## src/design/clipped_pixel_write_palette_unit_macros.svh

```systemverilog
// ----------------------------------------------------------------------------
// Assertion macros for the clipped pixel write palette unit
// Concurrent checks that compile away when NO_ASSERTIONS is defined.
// ----------------------------------------------------------------------------
`ifndef CLIPPED_PIXEL_WRITE_PALETTE_UNIT_MACROS_SVH
`define CLIPPED_PIXEL_WRITE_PALETTE_UNIT_MACROS_SVH

`ifndef NO_ASSERTIONS
// condition holds at every edge out of reset
`define CPWP_ASSERT(label, clk, rst, cond) \
  label: assert property (@(posedge clk) disable iff (rst) (cond)) \
    else $error("cpwp assertion failed");
// same-cycle implication
`define CPWP_ASSERT_IMP(label, clk, rst, ante, cons) \
  label: assert property (@(posedge clk) disable iff (rst) (ante) |-> (cons)) \
    else $error("cpwp implication failed");
// next-cycle implication
`define CPWP_ASSERT_NXT(label, clk, rst, ante, cons) \
  label: assert property (@(posedge clk) disable iff (rst) (ante) |=> (cons)) \
    else $error("cpwp next-cycle implication failed");
`else
`define CPWP_ASSERT(label, clk, rst, cond)
`define CPWP_ASSERT_IMP(label, clk, rst, ante, cons)
`define CPWP_ASSERT_NXT(label, clk, rst, ante, cons)
`endif

`endif

```

## src/design/cpwp_pkg.sv

```systemverilog
// ----------------------------------------------------------------------------
// cpwp_pkg
// Shared constants, types and the palette reset table for the pixel unit.
// ----------------------------------------------------------------------------
package cpwp_pkg;

  localparam int PALETTE_DEPTH = 256;
  localparam int MAX_DIM       = 4096;
  localparam int RGB_FLAG_BIT  = 24;

  localparam int PAL_AW   = $clog2(PALETTE_DEPTH);
  localparam int PAL_CW   = $clog2(PALETTE_DEPTH + 1);
  localparam int CRD_W    = $clog2(MAX_DIM);
  localparam int FW_W     = $clog2(MAX_DIM + 1);
  localparam int PROD_W   = CRD_W + FW_W;
  localparam int ADDR_W   = 24;
  localparam int SUM_W    = (PROD_W + 1 > ADDR_W) ? PROD_W + 1 : ADDR_W;
  localparam int XY_W     = 18;  // 16-bit signed offset plus 12-bit origin
  localparam int ARGB_W   = 32;
  localparam int CFG_IDX_W  = 3;
  localparam int CFG_DATA_W = 13;
  localparam int PAL_RESET_COUNT = 16;

  localparam logic [ARGB_W-1:0] ARGB_OPAQUE = 32'hFF00_0000;
  localparam logic [ARGB_W-1:0] ARGB_WHITE  = 32'hFFFF_FFFF;

  localparam logic [ARGB_W-1:0] BASE_COLOURS [16] = '{
    32'hFF000000, 32'hFF0000AA, 32'hFF00AA00, 32'hFF00AAAA,
    32'hFFAA0000, 32'hFFAA00AA, 32'hFFAA5500, 32'hFFAAAAAA,
    32'hFF555555, 32'hFF5555FF, 32'hFF55FF55, 32'hFF55FFFF,
    32'hFFFF5555, 32'hFFFF55FF, 32'hFFFFFF55, 32'hFFFFFFFF
  };

  typedef enum logic [1:0] {
    CMD_PUT_PIXEL     = 2'd0,
    CMD_SET_PALETTE   = 2'd1,
    CMD_CONVERT_INDEX = 2'd2,
    CMD_NOP           = 2'd3
  } cmd_t;

  typedef enum logic [CFG_IDX_W-1:0] {
    REG_FRAME_WIDTH  = 3'd0,
    REG_FRAME_HEIGHT = 3'd1,
    REG_VIEW_LEFT    = 3'd2,
    REG_VIEW_TOP     = 3'd3,
    REG_VIEW_RIGHT   = 3'd4,
    REG_VIEW_BOTTOM  = 3'd5,
    REG_CLIP_ENABLE  = 3'd6,
    REG_INDEXED_MODE = 3'd7
  } reg_idx_t;

  // where the result colour comes from
  typedef enum logic [2:0] {
    SRC_ZERO  = 3'd0,
    SRC_RGB   = 3'd1,
    SRC_PAL   = 3'd2,
    SRC_WHITE = 3'd3,
    SRC_BLACK = 3'd4
  } src_t;

  typedef struct packed {
    logic [12:0] frame_width;
    logic [12:0] frame_height;
    logic [11:0] view_left;
    logic [11:0] view_top;
    logic [11:0] view_right;
    logic [11:0] view_bottom;
    logic        clip_enable;
    logic        indexed_mode;
  } cfg_t;

  localparam cfg_t CFG_RESET = '{
    frame_width:  13'd640,
    frame_height: 13'd480,
    view_left:    12'd0,
    view_top:     12'd0,
    view_right:   12'd639,
    view_bottom:  12'd479,
    clip_enable:  1'b1,
    indexed_mode: 1'b0
  };

  // payload carried from issue to the resolve stage
  typedef struct packed {
    logic              argb_wr;
    logic              idx_wr;
    logic              use_xy;
    src_t              src;
    logic [CRD_W-1:0]  px;
    logic [CRD_W-1:0]  py;
    logic [FW_W-1:0]   fw;
    logic [ADDR_W-1:0] lin;
    logic [23:0]       rgb;
    logic [7:0]        idx_val;
  } stage_t;

  typedef struct packed {
    logic              en;
    logic [PAL_AW-1:0] addr;
    logic [ARGB_W-1:0] data;
  } pal_wr_t;

  function automatic logic [ARGB_W-1:0] pal_reset_value(input logic [PAL_AW-1:0] a);
    logic [ARGB_W-1:0] v;
    v = '0;
    if (32'(a) < 32'd16) begin
      v = BASE_COLOURS[a[3:0]];
    end
    return v;
  endfunction

endpackage

```

## src/design/cpwp_issue.sv

```systemverilog
// ----------------------------------------------------------------------------
// cpwp_issue
// Command decode, viewport offset, clip and bounds tests, colour class.
// ----------------------------------------------------------------------------
module cpwp_issue (
  input  cpwp_pkg::cfg_t                 cfg,
  input  logic [cpwp_pkg::PAL_CW-1:0]    count,
  input  logic                           take,
  input  logic [1:0]                     command,
  input  logic signed [15:0]             pos_x,
  input  logic signed [15:0]             pos_y,
  input  logic signed [31:0]             colour,
  input  logic [7:0]                     entry_index,
  input  logic [31:0]                    entry_argb,
  input  logic [23:0]                    linear_position,
  output cpwp_pkg::stage_t               st,
  output cpwp_pkg::pal_wr_t              wr,
  output logic                           rd_en,
  output logic [cpwp_pkg::PAL_AW-1:0]    rd_addr
);

  logic signed [cpwp_pkg::XY_W-1:0] px;
  logic signed [cpwp_pkg::XY_W-1:0] py;
  logic [cpwp_pkg::FW_W-1:0]        fw;
  logic [cpwp_pkg::FW_W-1:0]        fh;
  logic                             clip_out;
  logic                             frame_out;
  logic                             is_rgb;
  logic                             pal_hit;
  logic                             idx_ok;

  always_comb begin
    px = cpwp_pkg::XY_W'(pos_x) + cpwp_pkg::XY_W'(cfg.view_left);
    py = cpwp_pkg::XY_W'(pos_y) + cpwp_pkg::XY_W'(cfg.view_top);
    fw = (32'(cfg.frame_width) > 32'(cpwp_pkg::MAX_DIM)) ?
         cpwp_pkg::FW_W'(cpwp_pkg::MAX_DIM) : cpwp_pkg::FW_W'(cfg.frame_width);
    fh = (32'(cfg.frame_height) > 32'(cpwp_pkg::MAX_DIM)) ?
         cpwp_pkg::FW_W'(cpwp_pkg::MAX_DIM) : cpwp_pkg::FW_W'(cfg.frame_height);

    clip_out = cfg.clip_enable &&
               ((px < $signed(cpwp_pkg::XY_W'(cfg.view_left))) ||
                (px > $signed(cpwp_pkg::XY_W'(cfg.view_right))) ||
                (py < $signed(cpwp_pkg::XY_W'(cfg.view_top))) ||
                (py > $signed(cpwp_pkg::XY_W'(cfg.view_bottom))));
    frame_out = px[cpwp_pkg::XY_W-1] || py[cpwp_pkg::XY_W-1] ||
                (32'(px[cpwp_pkg::XY_W-2:0]) >= 32'(fw)) ||
                (32'(py[cpwp_pkg::XY_W-2:0]) >= 32'(fh));

    is_rgb  = colour[cpwp_pkg::RGB_FLAG_BIT];
    pal_hit = (colour[31:cpwp_pkg::PAL_AW] == '0) &&
              (32'(colour[cpwp_pkg::PAL_AW-1:0]) < 32'(count));
    idx_ok  = 32'(entry_index) < 32'(cpwp_pkg::PALETTE_DEPTH);

    st      = '0;
    st.src  = cpwp_pkg::SRC_ZERO;
    wr      = '0;
    rd_en   = 1'b0;
    rd_addr = '0;

    unique case (cpwp_pkg::cmd_t'(command))
      cpwp_pkg::CMD_PUT_PIXEL: begin
        if (!clip_out && !frame_out) begin
          st.argb_wr = 1'b1;
          st.use_xy  = 1'b1;
          st.px      = px[cpwp_pkg::CRD_W-1:0];
          st.py      = py[cpwp_pkg::CRD_W-1:0];
          st.fw      = fw;
          st.rgb     = colour[23:0];
          if (is_rgb) begin
            st.src = cpwp_pkg::SRC_RGB;
          end else if (pal_hit) begin
            st.src  = cpwp_pkg::SRC_PAL;
            rd_en   = take;
            rd_addr = colour[cpwp_pkg::PAL_AW-1:0];
          end else begin
            st.src = cpwp_pkg::SRC_WHITE;
          end
          if (cfg.indexed_mode && (colour[31:8] == '0)) begin
            st.idx_wr  = 1'b1;
            st.idx_val = colour[7:0];
          end
        end
      end
      cpwp_pkg::CMD_SET_PALETTE: begin
        wr.en   = take && idx_ok;
        wr.addr = entry_index[cpwp_pkg::PAL_AW-1:0];
        wr.data = entry_argb;
      end
      cpwp_pkg::CMD_CONVERT_INDEX: begin
        if (cfg.indexed_mode) begin
          st.argb_wr = 1'b1;
          st.lin     = linear_position;
          if (32'(entry_index) < 32'(count)) begin
            st.src  = cpwp_pkg::SRC_PAL;
            rd_en   = take;
            rd_addr = entry_index[cpwp_pkg::PAL_AW-1:0];
          end else begin
            st.src = cpwp_pkg::SRC_BLACK;
          end
        end
      end
      cpwp_pkg::CMD_NOP: begin
      end
      default: begin
      end
    endcase
  end

endmodule

```

## config.mk

```make
export PLATFORM = sky130hd
export DESIGN_NAME = cpwp_issue
export DESIGN_NICKNAME = d
export VERILOG_FILES = /design/src/design/clipped_pixel_write_palette_unit_macros.svh /design/src/design/cpwp_pkg.sv /design/src/design/cpwp_issue.sv
export SDC_FILE = /design/constraint.sdc
export NUM_CORES = 1
export LEC_CHECK = 0
export BUFFER_PORTS_ARGS = -buffer_cell sky130_fd_sc_hd__buf_2
export CORE_AREA = 8 8 137 139
export DETAILED_ROUTE_END_ITERATION = 10
export DIE_AREA = 0 0 145 147
export GPL_ROUTABILITY_DRIVEN = 0
export PLACE_DENSITY = 0.58
export SYNTH_ARGS = -nofsm -noshare
export SYNTH_HDL_FRONTEND = slang
export SYNTH_SLANG_ARGS = --single-unit
```

## constraint.sdc

```tcl
create_clock -name vclk -period 15.6
set_input_delay 3.12 -clock vclk [all_inputs]
set_output_delay 3.12 -clock vclk [all_outputs]
set_load 0.005 [all_outputs]
```

## Word level (Yosys, flattened, before mapping)

Cells that the tools add are included.

- Latch bits: 0
- Memory bits (writable): 0
- Register bits after elaboration: 0
- Bits in read-only memories: 0
- Output and inout port bits: 149
- Memories: 0
- Word-level logic and storage cells: 59
- Bits of input ports: 216

- $mul: 0
- Div/mod/pow operators: 0
- Bitwise gates (word level): 0
- Reductions and logical operators: 14
- $add $sub $neg: 2
- Mux-type cells: 31
- Shifts and indexed selects: 0
- Equal/unequal tests: 2
- $lt $le $gt $ge: 10

Operators by type and width:

| kind | number |
|---|---|
| $mux 32 | 2 |
| $mux 24 | 2 |
| $mux 8 | 6 |
| $mux 43 | 1 |
| $mux 41 | 1 |
| $mux 37 | 1 |
| $add 16x13->17 | 2 |
| $ge 17x13->1 | 2 |
| $gt 17x13->1 | 2 |
| $lt 17x13->1 | 2 |
| $gt 13x13->1 const B | 2 |
| $mux 13 | 2 |
| $logic_not 24->1 | 1 |
| $lt 8x9->1 | 2 |
| $pmux 8 s2 | 1 |
| $mux 1 | 8 |
| $logic_or 1x1->1 | 6 |
| $mux 3 | 2 |
| $pmux 3 s2 | 1 |
| $logic_and 1x1->1 | 4 |
| $mux 2 | 2 |
| $pmux 1 s2 | 2 |
| $eq 2x1->1 const B | 1 |
| $eq 2x2->1 const B | 1 |
| 2 further kinds | 3 |

## Longest topological paths before layout

Gate-level depths: netlist (run 1).

- Depth in word-level cells: 10
- Mapped depth: 21
- Gate-level depth less buffers: 19

## Least setup slack after synthesis (run 1)

No wires, ideal clock.

- Kind: in2out
- Start point: in cfg[26] (netlist bit)
- End point: out rd_addr[0] (netlist bit)
- Slack: 5.090 ns
- Required time: 12.480 ns
- Arrival: 7.390 ns
- Buffers on the path: 2
- Stages on the path: 21
- Path through: ha_1 > fa_1 > a21o_1 > a221oi_2 > o21bai_1 > a21oi_1 > o21bai_1 > a21oi_1 > xor2_1 > inv_1 > ha_1 > nand4_1 > nor4_1 > a2111oi_0 > nand4_1 > or4_1 > nor4_2 > nand4b_1 > buf_2 > buf_6 > o31ai_2

- Longest elaborated chain between the ends: 9
- Elaborated cells between the ends (all ways): 15
- Classes of those cells: add/sub: 1; order compare: 3; mux: 2; reduce/logical: 9

RTL lines:

| item | line | RTL |
|---|---|---|
| from (decl) | cpwp_issue.sv:6 | `input cpwp_pkg::cfg_t cfg,` |
| $add 16x13->17 | cpwp_issue.sv:34 | `py = cpwp_pkg::XY_W'(pos_y) + cpwp_pkg::XY_W'(cfg.view_top);` |
| $lt 17x13->1 | cpwp_issue.sv:43 | `(py < $signed(cpwp_pkg::XY_W'(cfg.view_top))) \|\|` |
| $logic_or 1x1->1 | cpwp_issue.sv:42 | `(px > $signed(cpwp_pkg::XY_W'(cfg.view_right))) \|\|` |
| $logic_or 1x1->1 | cpwp_issue.sv:43 |  |
| $logic_and 1x1->1 | cpwp_issue.sv:40 | `clip_out = cfg.clip_enable &&` |
| $logic_not 1->1 | cpwp_issue.sv:62 | `if (!clip_out && !frame_out) begin` |
| $logic_and 1x1->1 (*) | cpwp_issue.sv:62 |  |
| $mux 8 (*) | cpwp_issue.sv:62 |  |
| $pmux 8 s2 (*) | cpwp_issue.sv:60 | `unique case (cpwp_pkg::cmd_t'(command))` |
| to (decl) | cpwp_issue.sv:19 | `output logic [cpwp_pkg::PAL_AW-1:0] rd_addr` |

Every way passes the cells marked *; elsewhere a longest branch is shown, timed or not.

## Worst setup path after layout (run 1)

- Start point: in cfg[26] (netlist bit)
- End point: out rd_addr[3] (netlist bit)

The elaborated chain is that of the path after synthesis.

==> Implementation_results.wiki, run 1 <==
{| class="wikitable"
! Metric !! Value
|-
| Result of the run || completed
|-
| Unrepaired setup endpoints after global routing || no
|-
| Share of the yosys chip area belonging to registers || 0
|-
| Placed wire-length estimate || 20.7 mm
|-
| Most frequently used cell type in the post-synthesis netlist || sky130_fd_sc_hd__inv_1
|-
| Pins over their slew limit || 0
|-
| Global-route congestion overflow total || 0
|-
| Remaining antenna violation count || 0
|-
| Number of vias per cell || 4.86
|-
| Final nets || 1411
|-
| Number of input and output port buffers inserted || 365
|-
| CP required || 12.48 ns
|-
| Synth area leader || sky130_fd_sc_hd__ha_1
|-
| Final critical-path required period || 11.27 ns
|-
| Yosys top cell area share || 0.288
|-
| Pin count of the biggest net entering global routing || 44
|-
| First-pass GRT wire length || 35.6 mm
|-
| Final Hold Fails || 0
|-
| Count of vias placed by the detailed router || 6360
|-
| Number of top-level pins || 365
|-
| Net Count, Synth || 1067
|-
| Data arrival, critical path || 8.15 ns
|-
| Violation count after the first detailed-route iteration || 280
|-
| Cells after synthesis || 738
|-
| Worst hold stages || 3
|-
| Number of setup violations in the final report || 0
|-
| Sink of the worst hold path || st[56]
|-
| Slowest cell delay on critical path || 0.53 ns
|-
| Count of fill cells added during filler insertion || 1888
|-
| Synthesized area divided by synthesized cell count || 6.54 um2
|-
| Final routed wire length divided by cell count || 17.6 um
|-
| Initial cell density of the core || 0.288
|-
| Worst setup SP type || input pin
|-
| Classification of the worst setup path || input pin to output pin
|-
| Leakage dissipation || 4.18 nW
|-
| Endpoint type of the worst setup path || output pin
|-
| Total setup buffers inserted after CTS || 0
|-
| Post-synthesis cell area || 0.00482 mm2
|-
| Cell-by-cell trace of the critical path || buf_2 -> ha_1 -> fa_1 -> a21o_1 -> a221oi_2 -> o21bai_1 -> a21oi_1 -> o21bai_1 -> a21oi_1 -> xor2_1 -> inv_1 -> ha_1 -> nand4_1 -> nor4_1 -> a2111oi_0 -> nand4_1 -> or4_1 -> nor4_2 -> nand4b_1 -> buf_4 -> o31ai_2 -> buf_2
|-
| Synth area leaders || sky130_fd_sc_hd__ha_1, sky130_fd_sc_hd__inv_1, sky130_fd_sc_hd__and2_1, sky130_fd_sc_hd__nor2_1, sky130_fd_sc_hd__a21oi_1
|-
| Number of cells upsized or downsized after cts || 0
|-
| Initial antenna violation count || 8
|-
| Chip width || 145 um
|-
| Final wirelength || 23.1 mm
|-
| Fraction of final layout cells with drive strength greater than 1 || 0.356
|-
| Worst Min Path Start || cfg[75]
|-
| Rel. slew slack || 0.166
|-
| DRT Pass-1 Iters || 4
|-
| Worst min-delay path category || input pin to output pin
|-
| Worst IR drop on VDD || 0.0000187 V
|-
| Total power divided by cell area || 35.2 mW/mm2
|-
| Max Freq || 88.7 MHz
|-
| Die Footprint || 0.0213 mm2
|-
| Number of clock buffers in the layout || 0
|-
| Share of the clock period used by the worst path after layout || 0.722
|-
| Number of max-cap violations || 0
|-
| Die extent in y || 147 um
|-
| Total area of sequential cells || 0 um2
|-
| GR Util All Layers || 0.202
|-
| Number of rows created at floorplan || 48
|-
| Placeable core region || 0.0168 mm2
|-
| Final TNS setup || 0 ns
|-
| DRC violations left || 0
|-
| Vias in the first global route || 6251
|-
| Total of hold buffers inserted after clock tree synthesis || 0
|-
| Area growth, synth to finish || 41.9%
|-
| Post-synthesis cell type count || 61
|-
| FF+latch count || 0
|-
| Slowest cell on crit path || sky130_fd_sc_hd__or4_1
|-
| Count of yosys warnings during synthesis || 0
|-
| Worst-path maximum fanout || 43
|-
| Post-Route Hold Slack || 6.51 ns
|-
| Tightest Pin Transition || 1.25 ns
|-
| Ranking of synthesized cells by instance count || sky130_fd_sc_hd__inv_1, sky130_fd_sc_hd__ha_1, sky130_fd_sc_hd__nor2_1, sky130_fd_sc_hd__and2_1, sky130_fd_sc_hd__nand2_1
|}
==> worst max-delay path: cells and delay by family <==
kind | cells | cell delay [ns]
buffers and inverters | 4 | 0.69
AO/OA/AOI/OAI | 8 | 1.96
XOR/XNOR | 1 | 0.20
adder cells (fa/ha/maj) | 3 | 0.96
AND/OR/NAND/NOR | 6 | 1.19
==> kinds of logic (layout without fill, tap and decap cells) <==
logic type,after synthesis,count (layout),share of synthesized area
simple gates,309,309,0.327
compound gates,157,157,0.227
buf+inv,139,481,0.113
fa+ha+maj,113,113,0.296
xor+xnor,19,19,0.0345
mux,1,1,0.00207
other cells,0,3,0
==> cell usage in the layout, fill, tap and decap left out, types with 10 or more instances in the layout <==
cell / n
sky130_fd_sc_hd__and2_1: 65
sky130_fd_sc_hd__a21o_1: 13
sky130_fd_sc_hd__nor2_1: 84
sky130_fd_sc_hd__o21ai_0: 23
sky130_fd_sc_hd__buf_2: 365
sky130_fd_sc_hd__nor3_1: 16
sky130_fd_sc_hd__nor2b_1: 10
sky130_fd_sc_hd__nand3_1: 24
sky130_fd_sc_hd__xnor2_1: 10
sky130_fd_sc_hd__inv_1: 113
sky130_fd_sc_hd__a21oi_1: 42
sky130_fd_sc_hd__ha_1: 111
sky130_fd_sc_hd__nor4_1: 10
sky130_fd_sc_hd__nand2_1: 51
sky130_fd_sc_hd__nand4_1: 17
==> layer usage <==
metal / global-route usage / vias to the layer above / part of all wire
li1: - / 3253 / -
met1: 0.260 / 2817 / 0.44
met2: 0.344 / 256 / 0.47
met3: 0.0455 / 24 / 0.073
met4: 0.0263 / 10 / 0.011
met5: 0 / - / 0.0030
==> metrics by stage <==
stage / util / total power, mW / instance area (um2) / instances / setup WS [ns]
after floorplan: - / 0.155 / 4820 / 738 / 5.09
after global placement: 0.408 / 0.239 / 6840 / 1305 / 4.49
after detailed placement: 0.408 / 0.239 / 6840 / 1305 / 4.35
after CTS: 0.408 / 0.241 / 6840 / 1305 / 4.34
after global routing: 0.409 / 0.274 / 6850 / 1308 / 3.82
final: 0.409 / 0.241 / 6850 / 1308 / 4.33
==> worst max-delay path by stage <==
| stage | startpoint | to | depth (start not counted) |
|---|---|---|---|
| after detailed placement | cfg[26] | rd_addr[4] | 22 |
| after global routing | cfg[26] | rd_addr[1] | 22 |
| after global placement | cfg[26] | rd_addr[2] | 22 |
| final | cfg[26] | rd_addr[3] | 22 |
| after floorplan | cfg[26] | rd_addr[0] | 21 |
| after CTS | cfg[26] | rd_addr[4] | 22 |
==> area by class of cell <==
| cell class | count | area [um2] | share of cell area |
|---|---|---|---|
| diodes | 3 | 7.51 | 0.00110 |
| inverters | 114 | 428 | 0.0625 |
| multi-input cells | 599 | 4290 | 0.626 |
| well taps | 225 | 282 | 0.0411 |
| repair buffers | 367 | 1840 | 0.269 |
==> power by group <==
group | internal [mW] | leakage [nW] | switching [mW]
registers | 0 | 0 | 0
clock network | 0.0000000258 | 0.0000190 | 0
logic | 0.105 | 4.18 | 0.136
Note: power is estimated with default switching activity, not from simulation.
==> run 2, diff against run 1 <==
CORE_AREA = 8 8 135 137   (was 8 8 137 139)
DIE_AREA = 0 0 143 145   (was 0 0 145 147)
PLACE_DENSITY = 0.62   (was 0.58)
clock period = 9.4 ns   (was 15.6 ns; I/O delays follow)
==> Implementation_results.wiki, run 2 (synthesized netlist as in run 1, its figures left out) <==
{| class="wikitable"
! Metric !! Value
|-
| Worst setup SP type || input pin (unchanged)
|-
| Worst IR drop on VDD || 0.0000292 V (was 0.0000187 V)
|-
| First-pass GRT wire length || 34.1 mm (was 35.6 mm)
|-
| Pins over their slew limit || 0 (unchanged)
|-
| Unrepaired setup endpoints after global routing || no (unchanged)
|-
| Count of vias placed by the detailed router || 6400 (was 6360)
|-
| Placeable core region || 0.0162 mm2 (was 0.0168 mm2)
|-
| Classification of the worst setup path || input pin to output pin (unchanged)
|-
| Share of the clock period used by the worst path after layout || 0.943
|-
| Total Power || 399 uW (was 241 uW)
|-
| DRT Pass-1 Iters || 4 (unchanged)
|-
| Total power divided by cell area || 58.3 mW/mm2 (was 35.2 mW/mm2)
|-
| Final TNS setup || 0 ns (unchanged)
|-
| Chip width || 143 um (was 145 um)
|-
| Fraction of final layout cells with drive strength greater than 1 || 0.357 (was 0.356)
|-
| CP startpoint || cfg[38] (was cfg[26])
|-
| Worst Min Path Start || entry_argb[25] (was cfg[75])
|-
| Tightest Pin Transition || 1.17 ns (was 1.25 ns)
|-
| Pin count of the biggest net entering global routing || 64 (was 44)
|-
| Endpoint type of the worst setup path || output pin (unchanged)
|-
| Area growth, synth to finish || 41.9% (unchanged)
|-
| Result of the run || completed (unchanged)
|-
| Area of combinational cells with multiple inputs || 0.00428 mm2 (was 0.00429 mm2)
|-
| Violation count after the first detailed-route iteration || 373 (was 280)
|-
| Final design instance area without fill || 0.00685 mm2 (unchanged)
|-
| Data arrival, critical path || 6.99 ns (was 8.15 ns)
|-
| Most common cell after layout, fill and taps aside || sky130_fd_sc_hd__buf_2 (unchanged)
|-
| Total area of sequential cells || 0 um2 (unchanged)
|-
| Post-Layout Cell Count || 1304 (was 1308)
|-
| Final wirelength || 22.5 mm (was 23.1 mm)
|-
| Initial antenna violation count || 6 (was 8)
|-
| Number of placed instances with taps included || 1302 (was 1305)
|-
| Number of clock buffers in the layout || 0 (unchanged)
|-
| Number of vias per cell || 4.91 (was 4.86)
|-
| Total of hold buffers inserted after clock tree synthesis || 0 (unchanged)
|-
| Sink of the worst hold path || wr[25] (was st[56])
|-
| CP required || 7.52 ns (was 12.48 ns)
|-
| Final routed wire length divided by cell count || 17.2 um (was 17.6 um)
|-
| Remaining antenna violation count || 0 (unchanged)
|-
| Number of cells upsized or downsized after cts || 0 (unchanged)
|-
| Leakage dissipation || 4.19 nW (was 4.18 nW)
|-
| DRC violations left || 0 (unchanged)
|-
| Number of rows created at floorplan || 47 (was 48)
|-
| Die Footprint || 0.0207 mm2 (was 0.0213 mm2)
|-
| Number of max-cap violations || 0 (unchanged)
|-
| Final critical-path required period || 8.87 ns
|-
| GR Util All Layers || 0.201 (was 0.202)
|-
| Commonest cells after routing, fill and taps aside || sky130_fd_sc_hd__buf_2, sky130_fd_sc_hd__inv_1, sky130_fd_sc_hd__ha_1 (unchanged)
|-
| Worst-path maximum fanout || 63 (was 43)
|-
| Vias in the first global route || 6331 (was 6251)
|-
| Count of fill cells added during filler insertion || 1756 (was 1888)
|-
| Total setup buffers inserted after CTS || 0 (unchanged)
|-
| Number of setup violations in the final report || 0 (unchanged)
|-
| Number of input and output port buffers inserted || 365 (unchanged)
|-
| Max Freq || 113 MHz
|-
| Final Hold Fails || 0 (unchanged)
|-
| Placed wire-length estimate || 20.2 mm (was 20.7 mm)
|-
| Number of top-level pins || 365 (unchanged)
|-
| Initial cell density of the core || 0.298 (was 0.288)
|-
| Worst setup slack after layout || 0.532 ns (was 4.33 ns)
|-
| Worst hold stages || 3 (unchanged)
|-
| Cell Area, Placed || 0.00684 mm2 (about the same)
|-
| Rel. slew slack || 0.214 (was 0.166)
|-
| Setup slack at placement || 0.591 ns (was 4.35 ns)
|-
| Die extent in y || 145 um (was 147 um)
|-
| Final nets || 1413 (was 1411)
|-
| FF+latch count || 0 (unchanged)
|-
| Worst min-delay path category || input pin to output pin (unchanged)
|-
| Global-route congestion overflow total || 0 (unchanged)
|}
==> run 2: changes by cell type in the layout (fill, tap and decap cells not counted), sizes merged <==
cell and change:
buf +2, diode -1
==> run 2: worst max path at each step <==
| stage | endpoint | depth (start not counted) |
|---|---|---|
| 4_1_cts | rd_addr[4] | 23 |
| 3_5_place_dp | rd_addr[4] | 23 |
| 6_report | st[7] | 21 |
| 5_1_grt | st[6] | 23 |
| 3_3_place_gp | rd_addr[5] | 23 |
| 2_1_floorplan | rd_addr[0] | 21 |
==> run 2: report_power, final <==
group          switching (mW)  internal, mW
clock network               0  0.0000000286
registers                   0             0
logic                   0.225         0.174
==> run 2: final cells by class <==
type / instances / area share
well taps: 220 / 0.0402
multi-input cells: 599 / 0.625
diodes: 2 / 0.000731
inverters: 114 / 0.0625
repair buffers: 369 / 0.271
==> run 2: per-stage QoR <==
step                hold WS, ns   util
floorplan                  3.78      -
global placement           4.02  0.423
detailed placement         4.03  0.423
CTS                        4.03  0.423
global route               4.04  0.423
finish                     4.03  0.423
==> run 2: worst max-delay path: stages <==
cell and delay [ns]:
sky130_fd_sc_hd__buf_2 0.10, sky130_fd_sc_hd__ha_1 0.22, sky130_fd_sc_hd__inv_1 0.10, sky130_fd_sc_hd__fa_1 0.20
sky130_fd_sc_hd__nor2b_1 0.08, sky130_fd_sc_hd__o31a_1 0.31, sky130_fd_sc_hd__o41ai_1 0.55, sky130_fd_sc_hd__o21bai_1 0.16
sky130_fd_sc_hd__a21oi_1 0.21, sky130_fd_sc_hd__xor2_1 0.22, sky130_fd_sc_hd__inv_1 0.13, sky130_fd_sc_hd__ha_1 0.32
sky130_fd_sc_hd__nand2_1 0.08, sky130_fd_sc_hd__or4_1 0.54, sky130_fd_sc_hd__a221oi_1 0.27, sky130_fd_sc_hd__nand4bb_1 0.21
sky130_fd_sc_hd__o41ai_2 0.41, sky130_fd_sc_hd__nand4b_1 0.16, sky130_fd_sc_hd__buf_4 0.34, sky130_fd_sc_hd__nor3_1 0.29
sky130_fd_sc_hd__buf_2 0.16
==> run 2: metal layers <==
| metal | vias up | GRT usage | routed length, um |
|---|---|---|---|
| li1 | 3254 | - | - |
| met1 | 2849 | 0.247 | 9590 |
| met2 | 261 | 0.350 | 10400 |
| met3 | 28 | 0.0453 | 2020 |
| met4 | 8 | 0.0372 | 380 |
| met5 | - | 0 | 47 |
